### src/rtl/jsesc_pkg.sv
`timescale 1ns / 1ps
`default_nettype none

package jsesc_pkg;

    localparam int HOLD_DEPTH  = 6;
    localparam int CNT_W       = 3;
    localparam int SEQ_W       = 3;
    localparam int QUEUE_DEPTH = 2;
    localparam int QUEUE_AW    = 1;

    localparam logic [7:0] CH_BSLASH = 8'h5C;
    localparam logic [7:0] CH_QUOTE  = 8'h22;
    localparam logic [7:0] CH_U      = 8'h75;
    localparam logic [7:0] CH_ZERO   = 8'h30;
    localparam logic [7:0] CH_B      = 8'h62;
    localparam logic [7:0] CH_F      = 8'h66;
    localparam logic [7:0] CH_N      = 8'h6E;
    localparam logic [7:0] CH_R      = 8'h72;
    localparam logic [7:0] CH_T      = 8'h74;
    localparam logic [7:0] CTRL_MAX  = 8'h1F;

    typedef enum logic [1:0] {
        ESC_PASS,
        ESC_SHORT,
        ESC_LONG
    } t_esc_kind;

    typedef struct packed {
        logic [7:0] data;
        logic       last;
        t_esc_kind  kind;
        logic [7:0] code;
    } t_item;

    function automatic logic is_hex(input logic [7:0] b);
        return (b >= 8'h30 && b <= 8'h39) || (b >= 8'h61 && b <= 8'h66) ||
               (b >= 8'h41 && b <= 8'h46);
    endfunction

    function automatic logic [3:0] hex_val(input logic [7:0] b);
        logic [7:0] d;
        d = 8'h00;
        if (b >= 8'h30 && b <= 8'h39) begin
            d = b - 8'h30;
        end else if (b >= 8'h61 && b <= 8'h66) begin
            d = b - 8'h57;
        end else if (b >= 8'h41 && b <= 8'h46) begin
            d = b - 8'h37;
        end
        return d[3:0];
    endfunction

    function automatic logic [7:0] hex_char(input logic [3:0] n);
        return (n < 4'd10) ? (8'h30 + {4'h0, n}) : (8'h57 + {4'h0, n});
    endfunction

    function automatic logic [7:0] simple_unescape(input logic [7:0] b);
        logic [7:0] r;
        case (b)
            CH_B:    r = 8'h08;
            CH_F:    r = 8'h0C;
            CH_N:    r = 8'h0A;
            CH_R:    r = 8'h0D;
            CH_T:    r = 8'h09;
            default: r = b;
        endcase
        return r;
    endfunction

endpackage

`default_nettype wire

### src/rtl/jsesc_front.sv
`timescale 1ns / 1ps
`default_nettype none

module jsesc_front (
    input  wire logic               i_in_valid,
    input  wire logic [7:0]         i_in_byte,
    input  wire logic               i_in_last,
    input  wire logic               i_full,
    output logic                    o_in_stall,
    output logic                    o_push,
    output jsesc_pkg::t_item        o_item
);

    logic [7:0] code;

    always_comb begin
        case (i_in_byte)
            jsesc_pkg::CH_QUOTE:  code = jsesc_pkg::CH_QUOTE;
            jsesc_pkg::CH_BSLASH: code = jsesc_pkg::CH_BSLASH;
            8'h08:                code = jsesc_pkg::CH_B;
            8'h0C:                code = jsesc_pkg::CH_F;
            8'h0A:                code = jsesc_pkg::CH_N;
            8'h0D:                code = jsesc_pkg::CH_R;
            8'h09:                code = jsesc_pkg::CH_T;
            default:              code = 8'h00;
        endcase
    end

    always_comb begin
        o_item.data = i_in_byte;
        o_item.last = i_in_last;
        o_item.code = code;
        if (code != 8'h00) begin
            o_item.kind = jsesc_pkg::ESC_SHORT;
        end else if (i_in_byte <= jsesc_pkg::CTRL_MAX) begin
            o_item.kind = jsesc_pkg::ESC_LONG;
        end else begin
            o_item.kind = jsesc_pkg::ESC_PASS;
        end
    end

    assign o_in_stall = i_full;
    assign o_push     = i_in_valid && !i_full;

endmodule

`default_nettype wire

### src/rtl/jsesc_queue.sv
`timescale 1ns / 1ps
`default_nettype none

module jsesc_queue (
    input  wire logic               i_clk,
    input  wire logic               i_rst_n,
    input  wire logic               i_push,
    input  wire jsesc_pkg::t_item   i_item,
    input  wire logic               i_pop,
    output logic                    o_full,
    output logic                    o_empty,
    output jsesc_pkg::t_item        o_head
);

    jsesc_pkg::t_item                  r_mem [jsesc_pkg::QUEUE_DEPTH];
    logic [jsesc_pkg::QUEUE_AW-1:0]    r_wr;
    logic [jsesc_pkg::QUEUE_AW-1:0]    r_rd;
    logic [jsesc_pkg::QUEUE_AW:0]      r_cnt;
    logic [jsesc_pkg::QUEUE_AW-1:0]    n_wr;
    logic [jsesc_pkg::QUEUE_AW-1:0]    n_rd;
    logic [jsesc_pkg::QUEUE_AW:0]      n_cnt;

    assign o_full  = (r_cnt == (jsesc_pkg::QUEUE_AW+1)'(jsesc_pkg::QUEUE_DEPTH));
    assign o_empty = (r_cnt == '0);
    assign o_head  = r_mem[r_rd];

    always_comb begin
        n_wr  = i_push ? r_wr + 1'b1 : r_wr;
        n_rd  = i_pop ? r_rd + 1'b1 : r_rd;
        n_cnt = r_cnt + {{jsesc_pkg::QUEUE_AW{1'b0}}, i_push}
                      - {{jsesc_pkg::QUEUE_AW{1'b0}}, i_pop};
    end

    always_ff @(posedge i_clk) begin
        if (!i_rst_n) begin
            r_wr  <= '0;
            r_rd  <= '0;
            r_cnt <= '0;
        end else begin
            r_wr  <= n_wr;
            r_rd  <= n_rd;
            r_cnt <= n_cnt;
        end
        if (i_push) begin
            r_mem[r_wr] <= i_item;
        end
    end

    overflow_a: assert property (@(posedge i_clk) disable iff (!i_rst_n)
        o_full |-> !i_push)
        else $error("push into full queue");

    underflow_a: assert property (@(posedge i_clk) disable iff (!i_rst_n)
        o_empty |-> !i_pop)
        else $error("pop from empty queue");

    count_a: assert property (@(posedge i_clk) disable iff (!i_rst_n)
        r_cnt <= (jsesc_pkg::QUEUE_AW+1)'(jsesc_pkg::QUEUE_DEPTH))
        else $error("queue count out of range");

endmodule

`default_nettype wire

### src/rtl/jsesc_back.sv
`timescale 1ns / 1ps
`default_nettype none

module jsesc_back (
    input  wire logic               i_clk,
    input  wire logic               i_rst_n,
    input  wire logic               i_dir,
    input  wire logic               i_clear,
    input  wire logic               i_empty,
    input  wire jsesc_pkg::t_item   i_head,
    output logic                    o_pop,
    output logic                    o_out_valid,
    output logic [7:0]              o_out_byte,
    output logic                    o_out_last,
    input  wire logic               i_out_stall
);

    logic [7:0]                   r_held [jsesc_pkg::HOLD_DEPTH];
    logic [7:0]                   n_held [jsesc_pkg::HOLD_DEPTH];
    logic [jsesc_pkg::CNT_W-1:0]  r_cnt;
    logic [jsesc_pkg::CNT_W-1:0]  n_cnt;
    logic                         r_scan;
    logic                         n_scan;
    logic                         r_scan_last;
    logic                         n_scan_last;
    logic [jsesc_pkg::SEQ_W-1:0]  r_seq;
    logic [jsesc_pkg::SEQ_W-1:0]  n_seq;
    logic                         r_out_valid;
    logic                         n_out_valid;
    logic [7:0]                   r_out_byte;
    logic [7:0]                   n_out_byte;
    logic                         r_out_last;
    logic                         n_out_last;

    logic [7:0]                   v   [jsesc_pkg::HOLD_DEPTH];
    logic [7:0]                   sh1 [jsesc_pkg::HOLD_DEPTH];
    logic [7:0]                   sh2 [jsesc_pkg::HOLD_DEPTH];
    logic [jsesc_pkg::CNT_W-1:0]  c;
    logic                         scan_l;
    logic                         any_bad;
    logic                         st_emit;
    logic [7:0]                   st_byte;
    logic [jsesc_pkg::CNT_W-1:0]  st_k;
    logic [jsesc_pkg::CNT_W-1:0]  rem;
    logic [7:0]                   esc_byte;
    logic                         esc_final;
    logic                         slot_free;
    logic                         load;

    assign slot_free = !r_out_valid || !i_out_stall;

    always_comb begin
        for (int i = 0; i < jsesc_pkg::HOLD_DEPTH; i++) begin
            v[i] = (!r_scan && (jsesc_pkg::CNT_W'(i) == r_cnt)) ? i_head.data : r_held[i];
        end
        for (int i = 0; i < jsesc_pkg::HOLD_DEPTH - 1; i++) begin
            sh1[i] = v[i+1];
        end
        sh1[jsesc_pkg::HOLD_DEPTH-1] = v[jsesc_pkg::HOLD_DEPTH-1];
        for (int i = 0; i < jsesc_pkg::HOLD_DEPTH - 2; i++) begin
            sh2[i] = v[i+2];
        end
        sh2[jsesc_pkg::HOLD_DEPTH-2] = v[jsesc_pkg::HOLD_DEPTH-2];
        sh2[jsesc_pkg::HOLD_DEPTH-1] = v[jsesc_pkg::HOLD_DEPTH-1];
        c      = r_scan ? r_cnt : r_cnt + 1'b1;
        scan_l = r_scan ? r_scan_last : i_head.last;
        any_bad = 1'b0;
        for (int i = 2; i < jsesc_pkg::HOLD_DEPTH; i++) begin
            if (jsesc_pkg::CNT_W'(i) < c && !jsesc_pkg::is_hex(v[i])) begin
                any_bad = 1'b1;
            end
        end
    end

    always_comb begin
        st_emit = 1'b0;
        st_byte = v[0];
        st_k    = jsesc_pkg::CNT_W'(1);
        if (c == '0) begin
            st_emit = 1'b0;
        end else if (v[0] != jsesc_pkg::CH_BSLASH) begin
            st_emit = 1'b1;
        end else if (c < jsesc_pkg::CNT_W'(2)) begin
            st_emit = scan_l;
            st_byte = jsesc_pkg::CH_BSLASH;
        end else if (v[1] != jsesc_pkg::CH_U) begin
            st_emit = 1'b1;
            st_byte = jsesc_pkg::simple_unescape(v[1]);
            st_k    = jsesc_pkg::CNT_W'(2);
        end else if (any_bad || (c < jsesc_pkg::CNT_W'(jsesc_pkg::HOLD_DEPTH) && scan_l)) begin
            st_emit = 1'b1;
            st_byte = jsesc_pkg::CH_U;
            st_k    = jsesc_pkg::CNT_W'(2);
        end else if (c == jsesc_pkg::CNT_W'(jsesc_pkg::HOLD_DEPTH)) begin
            st_emit = 1'b1;
            st_byte = {jsesc_pkg::hex_val(v[4]), jsesc_pkg::hex_val(v[5])};
            st_k    = jsesc_pkg::CNT_W'(jsesc_pkg::HOLD_DEPTH);
        end
        rem = c - st_k;
    end

    always_comb begin
        esc_byte  = i_head.data;
        esc_final = 1'b1;
        case (i_head.kind)
            jsesc_pkg::ESC_SHORT: begin
                esc_byte  = (r_seq == '0) ? jsesc_pkg::CH_BSLASH : i_head.code;
                esc_final = (r_seq == jsesc_pkg::SEQ_W'(1));
            end
            jsesc_pkg::ESC_LONG: begin
                case (r_seq)
                    3'd0:    esc_byte = jsesc_pkg::CH_BSLASH;
                    3'd1:    esc_byte = jsesc_pkg::CH_U;
                    3'd2:    esc_byte = jsesc_pkg::CH_ZERO;
                    3'd3:    esc_byte = jsesc_pkg::CH_ZERO;
                    3'd4:    esc_byte = jsesc_pkg::hex_char(i_head.data[7:4]);
                    default: esc_byte = jsesc_pkg::hex_char(i_head.data[3:0]);
                endcase
                esc_final = (r_seq == jsesc_pkg::SEQ_W'(5));
            end
            default: begin
                esc_byte  = i_head.data;
                esc_final = 1'b1;
            end
        endcase
    end

    always_comb begin
        n_held      = r_held;
        n_cnt       = r_cnt;
        n_scan      = r_scan;
        n_scan_last = r_scan_last;
        n_seq       = r_seq;
        load        = 1'b0;
        o_pop       = 1'b0;
        n_out_byte  = r_out_byte;
        n_out_last  = r_out_last;
        if (!i_dir) begin
            if (!i_empty && slot_free) begin
                load       = 1'b1;
                n_out_byte = esc_byte;
                n_out_last = i_head.last && esc_final;
                if (esc_final) begin
                    o_pop = 1'b1;
                    n_seq = '0;
                end else begin
                    n_seq = r_seq + 1'b1;
                end
            end
        end else if (r_scan || !i_empty) begin
            if (st_emit) begin
                if (slot_free) begin
                    load        = 1'b1;
                    o_pop       = !r_scan;
                    n_out_byte  = st_byte;
                    n_out_last  = scan_l && (rem == '0);
                    n_cnt       = rem;
                    n_scan      = (rem != '0);
                    n_scan_last = scan_l;
                    if (st_k == jsesc_pkg::CNT_W'(1)) begin
                        n_held = sh1;
                    end else begin
                        n_held = sh2;
                    end
                end
            end else if (!r_scan) begin
                o_pop  = 1'b1;
                n_held = v;
                n_cnt  = c;
                n_scan = 1'b0;
            end else begin
                n_scan = 1'b0;
            end
        end
        if (i_clear) begin
            n_cnt  = '0;
            n_scan = 1'b0;
            n_seq  = '0;
        end
        n_out_valid = load || (r_out_valid && i_out_stall);
    end

    always_ff @(posedge i_clk) begin
        if (!i_rst_n) begin
            r_cnt       <= '0;
            r_scan      <= 1'b0;
            r_scan_last <= 1'b0;
            r_seq       <= '0;
            r_out_valid <= 1'b0;
        end else begin
            r_cnt       <= n_cnt;
            r_scan      <= n_scan;
            r_scan_last <= n_scan_last;
            r_seq       <= n_seq;
            r_out_valid <= n_out_valid;
        end
        r_held     <= n_held;
        r_out_byte <= n_out_byte;
        r_out_last <= n_out_last;
    end

    assign o_out_valid = r_out_valid;
    assign o_out_byte  = r_out_byte;
    assign o_out_last  = r_out_last;

    hold_range_a: assert property (@(posedge i_clk) disable iff (!i_rst_n)
        r_cnt <= jsesc_pkg::CNT_W'(jsesc_pkg::HOLD_DEPTH - 1))
        else $error("held count out of range");

    escape_no_hold_a: assert property (@(posedge i_clk) disable iff (!i_rst_n)
        !i_dir |-> (r_cnt == '0 && !r_scan))
        else $error("held bytes in escape mode");

    seq_mode_a: assert property (@(posedge i_clk) disable iff (!i_rst_n)
        (r_seq != '0) |-> !i_dir)
        else $error("escape sequence active in unescape mode");

    scan_nonempty_a: assert property (@(posedge i_clk) disable iff (!i_rst_n)
        r_scan |-> (r_cnt != '0))
        else $error("scan active with nothing held");

    last_flush_a: assert property (@(posedge i_clk) disable iff (!i_rst_n)
        (load && n_out_last && i_dir && !i_clear) |=> (r_cnt == '0 && !r_scan))
        else $error("string end left bytes held");

endmodule

`default_nettype wire

### src/rtl/json_string_escape_unescape.sv
`timescale 1ns / 1ps
`default_nettype none

// Channel   Signals                                   Transfer when
// in        i_in_valid, o_in_stall, i_in_byte/last    i_in_valid && !o_in_stall
// out       o_out_valid, i_out_stall, o_out_byte/last o_out_valid && !i_out_stall
// cfg       i_cfg_valid, o_cfg_ready, i_cfg_direction i_cfg_valid && o_cfg_ready
//
// Escape mode: one output byte per cycle from the back-end sequencer unless stalled;
// an input byte becomes 1, 2 or 6 output bytes. Unescape mode: one emitted byte per
// cycle unless stalled; a byte that only joins the hold buffer emits nothing, and a
// rescan that stops on bytes still held emits nothing. Two-entry queue sits between
// front and back. Reset is synchronous, active low, and clears queue, hold count and
// output valid. Output stall holds the output register and backs up into the queue.

module json_string_escape_unescape (
    input  wire logic        i_clk,
    input  wire logic        i_rst_n,
    input  wire logic        i_in_valid,
    output logic             o_in_stall,
    input  wire logic [7:0]  i_in_byte,
    input  wire logic        i_in_last,
    output logic             o_out_valid,
    input  wire logic        i_out_stall,
    output logic [7:0]       o_out_byte,
    output logic             o_out_last,
    input  wire logic        i_cfg_valid,
    output logic             o_cfg_ready,
    input  wire logic        i_cfg_direction
);

    logic                r_direction;
    logic                n_direction;
    logic                cfg_wr;
    logic                push;
    logic                pop;
    logic                full;
    logic                empty;
    jsesc_pkg::t_item    front_item;
    jsesc_pkg::t_item    head_item;

    assign o_cfg_ready = 1'b1;
    assign cfg_wr      = i_cfg_valid && o_cfg_ready;
    assign n_direction = cfg_wr ? i_cfg_direction : r_direction;

    always_ff @(posedge i_clk) begin
        if (!i_rst_n) begin
            r_direction <= 1'b0;
        end else begin
            r_direction <= n_direction;
        end
    end

    jsesc_front u_front (
        .i_in_valid (i_in_valid),
        .i_in_byte  (i_in_byte),
        .i_in_last  (i_in_last),
        .i_full     (full),
        .o_in_stall (o_in_stall),
        .o_push     (push),
        .o_item     (front_item)
    );

    jsesc_queue u_queue (
        .i_clk   (i_clk),
        .i_rst_n (i_rst_n),
        .i_push  (push),
        .i_item  (front_item),
        .i_pop   (pop),
        .o_full  (full),
        .o_empty (empty),
        .o_head  (head_item)
    );

    jsesc_back u_back (
        .i_clk       (i_clk),
        .i_rst_n     (i_rst_n),
        .i_dir       (r_direction),
        .i_clear     (cfg_wr),
        .i_empty     (empty),
        .i_head      (head_item),
        .o_pop       (pop),
        .o_out_valid (o_out_valid),
        .o_out_byte  (o_out_byte),
        .o_out_last  (o_out_last),
        .i_out_stall (i_out_stall)
    );

endmodule

`default_nettype wire
### config.mk
export PLATFORM = sky130hd
export DESIGN_NAME = json_string_escape_unescape
export DESIGN_NICKNAME = d
export VERILOG_FILES = /design/src/rtl/jsesc_pkg.sv /design/src/rtl/jsesc_front.sv /design/src/rtl/jsesc_queue.sv /design/src/rtl/jsesc_back.sv /design/src/rtl/json_string_escape_unescape.sv
export SDC_FILE = /design/constraint.sdc
export NUM_CORES = 1
export LEC_CHECK = 0
export ABC_AREA = 1
export BUFFER_PORTS_ARGS = -buffer_cell sky130_fd_sc_hd__buf_2
export CORE_UTILIZATION = 55
export CTS_BUF_LIST = sky130_fd_sc_hd__clkbuf_2
export DETAILED_ROUTE_END_ITERATION = 10
export PLACE_DENSITY = 0.84
export SLEW_MARGIN = 15
export SYNTH_ARGS = -nofsm -noshare
export SYNTH_HDL_FRONTEND = slang
export SYNTH_SLANG_ARGS = --single-unit
### constraint.sdc
create_clock -name i_clk -period 10.4 [get_ports i_clk]
set_input_delay 0.52 -clock i_clk [delete_from_list [all_inputs] [get_ports i_clk]]
set_output_delay 0.52 -clock i_clk [all_outputs]
set_load 0.005 [all_outputs]
# ---- Word level (Yosys, flattened, before mapping)
# Memories as Yosys holds them, arrays and structs flattened. A register that Yosys moved wholly into a read port is not among the register bits.
# Index checks and enable logic that the tools add are counted.
dict set report totals {
  register_bits 71
  ram_bits 36
  input_bits 15
  word_cells 250
  n_memories 1
}
# name depth width rd rd_clocked_by_memory_dff write_ports line
set mem_list {}
lappend mem_list {u_queue.r_mem 2 18 1 1 1 jsesc_queue.sv:15} ;# jsesc_pkg::t_item r_mem [jsesc_pkg::QUEUE_DEPTH];
dict set report op_classes {
  add_sub_neg 17
  n_lt_le_gt_ge 33
  eq_ne 34
  mux 82
  n_bitwise 2
  n_reduce_logical 64
}
# operator n
set ops {}
lappend ops {{$mux W48} 4}
lappend ops {{$mux W8} 20}
lappend ops {{$ge A8 B7 Y1 const B} 8}
lappend ops {{$le A8 B7 Y1 const B} 8}
lappend ops {{$pmux W7 S7} 1}
lappend ops {{$eq A8 B7 Y1 const B} 6}
lappend ops {{$eq A8 B4 Y1 const B} 5}
lappend ops {{$pmux W8 S5} 1}
lappend ops {{$mux W1} 34}
lappend ops {{$mux W3} 11}
lappend ops {{$ge A8 B6 Y1 const B} 4}
lappend ops {{$le A8 B6 Y1 const B} 4}
lappend ops {{$pmux W8 S4} 1}
lappend ops {{$logic_and A1 B1 Y1} 28}
lappend ops {{$mux W4} 6}
lappend ops {{$add A7 B4 Y8 const A} 2}
lappend ops {{$ne A8 B7 Y1 const B} 2}
lappend ops {{$pmux W8 S2} 1}
lappend ops {{$sub A4 B3 Y4 const B} 4}
lappend ops {{$add A6 B4 Y7 const A} 2}
lappend ops {{$logic_not A3 Y1} 4}
lappend ops {{$logic_or A1 B1 Y1} 12}
lappend ops {{$reduce_and A4 Y1} 3}
lappend ops {{$eq A3 B3 Y1 const B} 3}
lappend ops {{33 further kinds} 58}

# ---- Logic depth before layout (Yosys ltp)
# Gate-level depths: netlist of the first run.
dict set report logic_depth {
  word_depth 26
  ltp_mapped 33
  ltp_nobuf 30
}

# ---- Hierarchy
# From an unflattened synthesis of the first run, not the netlist that was laid out.
dict set report hier_totals {
  hier_cells 930
  hier_area_um2 7674.9
}
# module n_inst cells_each area_each_um2
set by_module_without_submodules {}
lappend by_module_without_submodules {jsesc_back 1 766 5641.7}
lappend by_module_without_submodules {jsesc_queue 1 92 1649.1}
lappend by_module_without_submodules {jsesc_front 1 64 331.6}
lappend by_module_without_submodules {json_string_escape_unescape 1 8 52.6}

# ---- Worst setup path before layout of the first run
# OpenSTA, ideal clock, no wires.
dict set report synth_path {
  kind {register to register}
  startpoint {register u_back.r_cnt[1] in the netlist's numbering}
  endpoint {register u_back.r_held[0] in the netlist's numbering, enable pin}
  setup_ns 0.417
  arrival_ns 3.719
  slack_ns 6.264
  stages_incl_launch_ff 19
  path_buffers 1
  period_less_slack_ns 4.136
  cell_sequence {dfxtp_1 -> inv_1 -> ha_1 -> nand3_4 -> buf_6 -> o21ai_2 -> inv_1 -> ha_1 -> o21ai_0 -> nand2_1 -> nand2_1 -> nand3_2 -> nand3_4 -> nor2_8 -> nand3_4 -> nand2_4 -> nand2_4 -> a21oi_1 -> nor2_2}
}
# item line
set synth_lines {}
lappend synth_lines {{start: declaration} jsesc_back.sv:20} ;# logic [jsesc_pkg::CNT_W-1:0] r_cnt;
lappend synth_lines {{start signal: assignment} jsesc_back.sv:191} ;# r_cnt <= n_cnt;
lappend synth_lines {{end signal: assignment} jsesc_back.sv:197} ;# r_held <= n_held;
lappend synth_lines {{end: declaration} jsesc_back.sv:18} ;# logic [7:0] r_held [jsesc_pkg::HOLD_DEPTH];

==> results of run 1 <==
layer usage:
metal	part of all wire, %	global-route usage [%]
met5	0	0
met4	3.8	13.22
met3	9.6	4.554
met2	44	43.60
met1	42	40.09
Yosys cell counts, types with 2 or more instances:
cell type | instances | area share, %
o221ai_1 | 3 | 0.35
nand2_4 | 7 | 1.1
buf_4 | 6 | 0.61
buf_6 | 10 | 1.5
o32ai_1 | 2 | 0.24
xor2_1 | 6 | 0.71
or2_1 | 2 | 0.17
nand3_2 | 3 | 0.40
nand2_2 | 19 | 1.6
nand3_4 | 4 | 0.94
inv_2 | 10 | 0.51
nor3_1 | 11 | 0.74
o21a_1 | 5 | 0.51
inv_4 | 2 | 0.17
nor2_4 | 4 | 0.61
clkbuf_1 | 7 | 0.35
nand2_1 | 280 | 14
buf_2 | 8 | 0.54
edfxtp_1 | 91 | 37
ha_1 | 23 | 3.9
nor2_1 | 66 | 3.3
o21ai_0 | 63 | 4.3
o211ai_1 | 27 | 2.7
a21oi_1 | 27 | 1.8
nand4_1 | 10 | 0.84
o21ai_2 | 9 | 1.1
o21ai_1 | 31 | 2.1
nor2_2 | 4 | 0.34
dfxtp_1 | 15 | 4.0
nor4_1 | 4 | 0.34
o22ai_1 | 2 | 0.17
o31ai_1 | 2 | 0.20
a211oi_1 | 3 | 0.30
a31oi_1 | 5 | 0.42
inv_1 | 118 | 6.0
nand3_1 | 38 | 2.6
or2_2 | 10 | 0.84
o21ai_4 | 2 | 0.44
sequential cells by signal (all words and copies together) (netlist names), named ones only:
| name | flops |
|---|---|
| u_queue.r_mem | 34 |
| r_direction | 1 |
| u_queue.r_rd | 1 |
| u_back.o_out_byte | 8 |
| u_back.o_out_last | 1 |
| u_back.r_scan_last | 1 |
| u_queue.r_wr | 1 |
| u_back.r_cnt | 3 |
| u_back.r_seq | 3 |
| u_back.o_out_valid | 1 |
| u_back.r_scan | 1 |
| u_queue.r_cnt | 2 |
| u_back.r_held | 48 |
what timing repair did:
action | 4_1_cts | 5_1_grt
hold buffers | 1 | 1
gates resized for setup | 0 | 0
hold endpoints to repair | 2 | 2
endpoints found under the setup margin | 0 | 0
power breakdown:
group	switching (W)	internal, W
Combinational	0.000415	0.000169
Sequential	0.0000323	0.000542
Clock	0.000168	0.0000669
Total	0.000615	0.000778
cells by family after synthesis:
| family | after synthesis |
|---|---|
| AO/OA/AOI/OAI | 187 |
| XOR/XNOR | 7 |
| adder cells (fa/ha/maj) | 24 |
| buffers and inverters | 163 |
| flip-flops | 106 |
| multiplexers | 1 |
| other | 1 |
| AND/OR/NAND/NOR | 467 |
final timing paths:
| kind | start | to | slack, ps |
|---|---|---|---|
| setup / recovery | flop | u_back.r_cnt[2] | 5410 |
| hold / removal | i_in_byte[6] | u_queue.r_mem[1][16] | 40 |
| setup reg to reg | flop | u_back.r_cnt[2] | 5410 |
| hold reg to reg | u_back.r_scan_last | u_back.r_scan_last | 500 |
area by class of cell:
cell class | instances | area (um^2) | share of cell area (%)
inverters | 132 | 501.7 | 6.478
well taps | 176 | 220.2 | 2.843
flip-flops and latches | 106 | 3033 | 39.16
repair buffers | 31 | 175.2 | 2.262
diodes | 1 | 2.502 | 0.03231
multi-input cells | 687 | 3662 | 47.29
clock buffers | 9 | 45.04 | 0.5816
clock inverters | 7 | 105.1 | 1.357
metrics by stage:
stage | hold slack, ps | total power (W) | cell area, um^2
floorplan | 439.3 | 0.0009802 | 7416
global placement | 454.7 | 0.001141 | 7572
detailed placement | 464.6 | 0.001149 | 7572
CTS | 4.905 | 0.001381 | 7732
global route | 8.241 | 0.001471 | 7745
finish | 38.95 | 0.001393 | 7745
==> run_results.csv, run 1 <==
group,metric,value,unit
global_routing,overflow,0,
cts,cts_made_buffers,9,
synth,synthMuxAreaShare,0.1350,%
sta,setup_viol,0,
synth,avgSynthCellArea,7.757,um^2
global_routing,grt_pass1_wl,30640,um
min_path,min_path_type,"input port to flop",
global_routing,grt_max_degree,60,
finish,finish.utilization,58.72,%
placement,hpwl,14190,um
critical_path,cp-end-kind,"flop",
sta,tns,0,ps
synth,ys_types,55,
critical_path,slowest_stage,"dfxtp_1",
critical_path,worst_setup_path_start_kind,"flop",
cts,htreeDepth,3,
route,route.detailed.drc,0,
global_routing,track_usage,28.66,%
job,cap_violations,0,
finish,drive_gt1_share,12.86,%
global_routing,grt_pass1_vias,5758,
cts,clk_pin_slew,340,ps
synth,ys_warn_count,0,
placement,place_ws,5503,ps
sta,drv_slew,0,
route,drtIter0Drc,1019,
cts,cts.sinks,106,
finish,fillCellCount,1202,
placement,io_buffers,25,
critical_path,critPathKind,"flop to flop",
floorplanning,io_pins,27,
synth,synth_ff_type,"edfxtp_1",
cts,clk_path_buf_depth,2,
synth,synth_compound_area_share,15.42,%
min_path,min_path_cells,1,
synth,async_flop_share,0,%
synth,synth-adder-area-share,4.150,%
synth,synth-xor-area-share,0.8267,%
critical_path,cp.depth,28,
floorplanning,initial_utilization,56.22,%
finish,stdcell_count,1149,
floorplanning,row_count,42,
sta,rsz0062_at_grt,"no",
route,detail-route-antenna-nets,0,
critical_path,crit_path_frequent_cell,"nand2_1",
critical_path,critPathBufInv,5,
route,wl_per_cell,16.99,um
outcome,status,"finished, final reports clean",
cts,cts_setup_buffers,0,
sta,finalCriticalPeriod,4985,ps
synth,ys_ff_latch,106,
finish,syn_to_final_growth,4.437,%
synth,yosys.area_share.simple,28.73,%
critical_path,reg2reg_depth,28,
finish,final_nets,1006,
floorplanning,die_x,118.1,um
synth,synthCells,956,
critical_path,critPathArrivalTime,5640,ps
sta,hold_violations,0,
synth,synth_top_family_by_area,"simple AND/OR/NAND/NOR gates",
critical_path,critical_path_required,11060,ps
route,via_count,6584,
finish,layout_common_cells,"280 x nand2_1, 118 x inv_1, 91 x edfxtp_1",
synth,synth_nets,995,
critical_path,crit_fanout,33,
critical_path,slowest_delay,920,ps
sta,setup_ws,5415,ps
cts,cts_tree,"done",
synth,synth-seq-area-share,40.90,%
cts,cts_root_buffer,"clkbuf_2",
placement,dpl.cell_count,1130,
sta,relSlewSlack,40.78,%
floorplanning,coreArea,13190,um^2
sta,fmax,200.6,MHz
sta,fin_crit_sh,47.94,%
cts,clk_latency,690,ps
route,drt-pass1-iter-count,6,
power_and_ir_drop,irDropWorstVdd,0.00009957,V
power_and_ir_drop,p_per_area,179.9,nW/um^2
power_and_ir_drop,p_leak,3.325,nW
synth,synth-edff-count,91,
sta,fin_skew,38.58,ps
synth,syn_area,7416,um^2
critical_path,crit_family,"simple AND/OR/NAND/NOR gates",
floorplanning,die_h,118.1,um
placement,globalplace.congestion,1.033,
route,finalWirelength,19530,um
finish,mostFrequentLayoutCell,"nand2_1",
route,viasPerCell,5.730,
sta,worst_pin_slew,882.5,ps
floorplanning,dieArea,13950,um^2
global_routing,antenna_found_initial,1,
Note: power is estimated with default switching activity, not from simulation.
==> run 2: changes to the inputs <==
--- a/config.mk
+++ b/config.mk
@@ -10,7 +10,7 @@
 export CORE_UTILIZATION = 55
 export CTS_BUF_LIST = sky130_fd_sc_hd__clkbuf_2
 export DETAILED_ROUTE_END_ITERATION = 10
-export PLACE_DENSITY = 0.84
+export PLACE_DENSITY = 0.87
 export SLEW_MARGIN = 15
 export SYNTH_ARGS = -nofsm -noshare
 export SYNTH_HDL_FRONTEND = slang
==> constraint.sdc (replaced) <==
create_clock -name i_clk -period 4.2 [get_ports i_clk]
set_input_delay 0.21 -clock i_clk [delete_from_list [all_inputs] [get_ports i_clk]]
set_output_delay 0.21 -clock i_clk [all_outputs]
set_load 0.005 [all_outputs]
==> run_results.csv, run 2 (synthesis results as in run 1) <==
group,metric,value,unit
floorplanning,die_h,118.1,um
cts,clk_path_buf_depth,2,
cts,htreeDepth,3,
floorplanning,die_x,118.1,um
critical_path,r2r-end,"u_back.r_cnt[2]",
placement,hpwl,14610,um
route,detail-route-antenna-nets,0,
cts,cts_made_buffers,9,
floorplanning,initial_utilization,56.22,%
critical_path,crit_fanout,16,
sta,finalCriticalPeriod,3864,ps
finish,antenna_cells,0,
floorplanning,io_pins,27,
job,cap_violations,0,
critical_path,crit_family,"simple AND/OR/NAND/NOR gates",
critical_path,cp.depth,26,
sta,relSlewSlack,58.84,%
power_and_ir_drop,p_per_area,430.7,nW/um^2
route,drtIter0Drc,978,
cts,cts_tree,"done",
outcome,status,"complete, but fails checks",
power_and_ir_drop,combPwrFrac,46.1,%
critical_path,critPathBufInv,5,
finish,drive_gt1_share,14.04,%
critical_path,cp-end-kind,"flop",
floorplanning,row_count,42,
finish,regMostFlops,"u_back.r_held",
sta,tns,0,ps
global_routing,grt_pass1_wl,31800,um
finish,syn_to_final_growth,7.120,%
critical_path,reg2reg_depth,26,
floorplanning,coreArea,13190,um^2
route,drt-pass1-iter-count,11,
global_routing,track_usage,29.17,%
global_routing,overflow,0,
sta,worst_pin_slew,612.7,ps
sta,drv_slew,0,
sta,rsz0062_at_grt,"no",
placement,io_buffers,25,
power_and_ir_drop,p_leak,3.412,nW
critical_path,critPathKind,"flop to flop",
finish,largest_reg_flops,48,
sta,fin_skew,51.03,ps
placement,globalplace.congestion,0.9881,
outcome,failed_checks,"design-rule violations",
route,viasPerCell,5.757,
cts,cts.sinks,106,
power_and_ir_drop,irDropWorstVdd,0.0002281,V
global_routing,grt_max_degree,59,
finish,mostFrequentLayoutCell,"nand2_1",
power_and_ir_drop,p_switching,0.001530,W
global_routing,grt_pass1_vias,6091,
sta,fin_crit_sh,92.01,%
power_and_ir_drop,p_int,0.001891,W
floorplanning,dieArea,13950,um^2
critical_path,slowest_stage,"dfxtp_1",
cts,cts_root_buffer,"clkbuf_2",
finish,layout_common_cells,"279 x nand2_1, 117 x inv_1, 91 x edfxtp_1",
critical_path,slowest_delay,550,ps
critical_path,regToRegSetupSlack,340,ps
sta,fmax,258.8,MHz
sta,hold_violations,0,
route,finalWirelength,20070,um
power_and_ir_drop,swShare,44.72,%
cts,clk_pin_slew,280,ps
min_path,min_path_type,"input port to flop",
finish,fillCellCount,1177,
route,wl_per_cell,17.11,um
finish,final_nets,1031,
power_and_ir_drop,power_frac_clock,13.0,%
finish,finish.utilization,60.23,%
critical_path,crit_path_frequent_cell,"nand2_1",
critical_path,critPathArrivalTime,4450,ps
route,via_count,6753,
power_and_ir_drop,seqPwrFrac,41.0,%
sta,setup_viol,0,
global_routing,antenna_found_initial,0,
critical_path,worst_setup_path_start_kind,"flop",
cts,clk_latency,650,ps
route,route.detailed.drc,1,
critical_path,setup.worst_path.end,"u_back.r_cnt[2]",
sta,setup_ws,335.5,ps
critical_path,critical_path_required,4780,ps
placement,place_ws,290.7,ps
run 2: timing repair:
action                     CTS  global route
hold buffers                15             0
hold endpoints to repair    33             0
setup endpoints to repair    0             4
buffers inserted             0             2
gates resized for setup      0             8
run 2: routing by layer:
metal	wire, um	vias to the layer above	track usage [%]	share of wire (%)
met2	8908	396	45.11	44
li1	-	3247	-	-
met5	0	-	0	0
met1	8410	3054	40.73	42
met4	764	0	12.10	3.8
met3	1987	56	4.554	9.9
run 2: area by class of cell:
| cell class | instances | area [um^2] | share of cell area, % |
|---|---|---|---|
| multi-input cells | 687 | 3687 | 46.42 |
| flip-flops and latches | 106 | 3035 | 38.21 |
| clock buffers | 10 | 50.05 | 0.6300 |
| clock inverters | 6 | 41.29 | 0.5198 |
| repair buffers | 56 | 407.9 | 5.135 |
| well taps | 176 | 220.2 | 2.772 |
| inverters | 132 | 501.7 | 6.316 |
run 2: worst reg2reg max path, stage by stage (launching register included):
cell,delay [ps]
dfxtp_1,550
inv_2,120
buf_4,220
nand2_1,100
nand2_2,190
o21ai_2,330
nand2_1,100
nor2_1,140
nand2_1,150
nand3_2,130
nand3_4,90
nor2_8,150
nand3_4,130
nand2_4,130
ha_1,150
inv_1,50
fa_1,370
xnor2_1,150
inv_1,60
nand4_1,110
nand2_1,90
nand3_1,60
nand2_1,70
inv_1,40
nand2_1,50
nand2_1,50
nor2_1,80
run 2: how the worst min path moves through the flow:
stage          cells after the start                  end  slack, ps  startpoint
6_report                           5         u_queue.r_wr         50  i_in_valid
5_1_grt                            5         u_queue.r_wr        110  i_in_valid
4_1_cts                            5         u_queue.r_wr         50  i_in_valid
3_5_place_dp                       1  u_queue.r_mem[0][9]        400   i_in_last
3_3_place_gp                       1  u_queue.r_mem[0][9]        400   i_in_last
2_1_floorplan                      2     u_queue.r_cnt[0]        300     i_rst_n
run 2: power by group through the flow:
| stage | Sequential [W] | Combinational (W) | Clock, W |
|---|---|---|---|
| 2_1_floorplan | 0.00142 | 0.00101 | 0 |
| 3_3_place_gp | 0.00142 | 0.00146 | 0 |
| 3_5_place_dp | 0.00143 | 0.00150 | 0 |
| 4_1_cts | 0.00140 | 0.00151 | 0.000442 |
| 5_1_grt | 0.00142 | 0.00169 | 0.000482 |
| 6_report | 0.00140 | 0.00158 | 0.000443 |
run 2: through the flow:
stage	cells	power, W	cell area, um^2	hold slack [ps]
after global placement	1140	0.002882	7660	399.7
after CTS	1171	0.003357	7901	51.51
after detailed placement	1140	0.002923	7660	405.0
after floorplan	956	0.002427	7416	303.5
after global routing	1173	0.003586	7944	112.5
final	1173	0.003421	7944	49.62
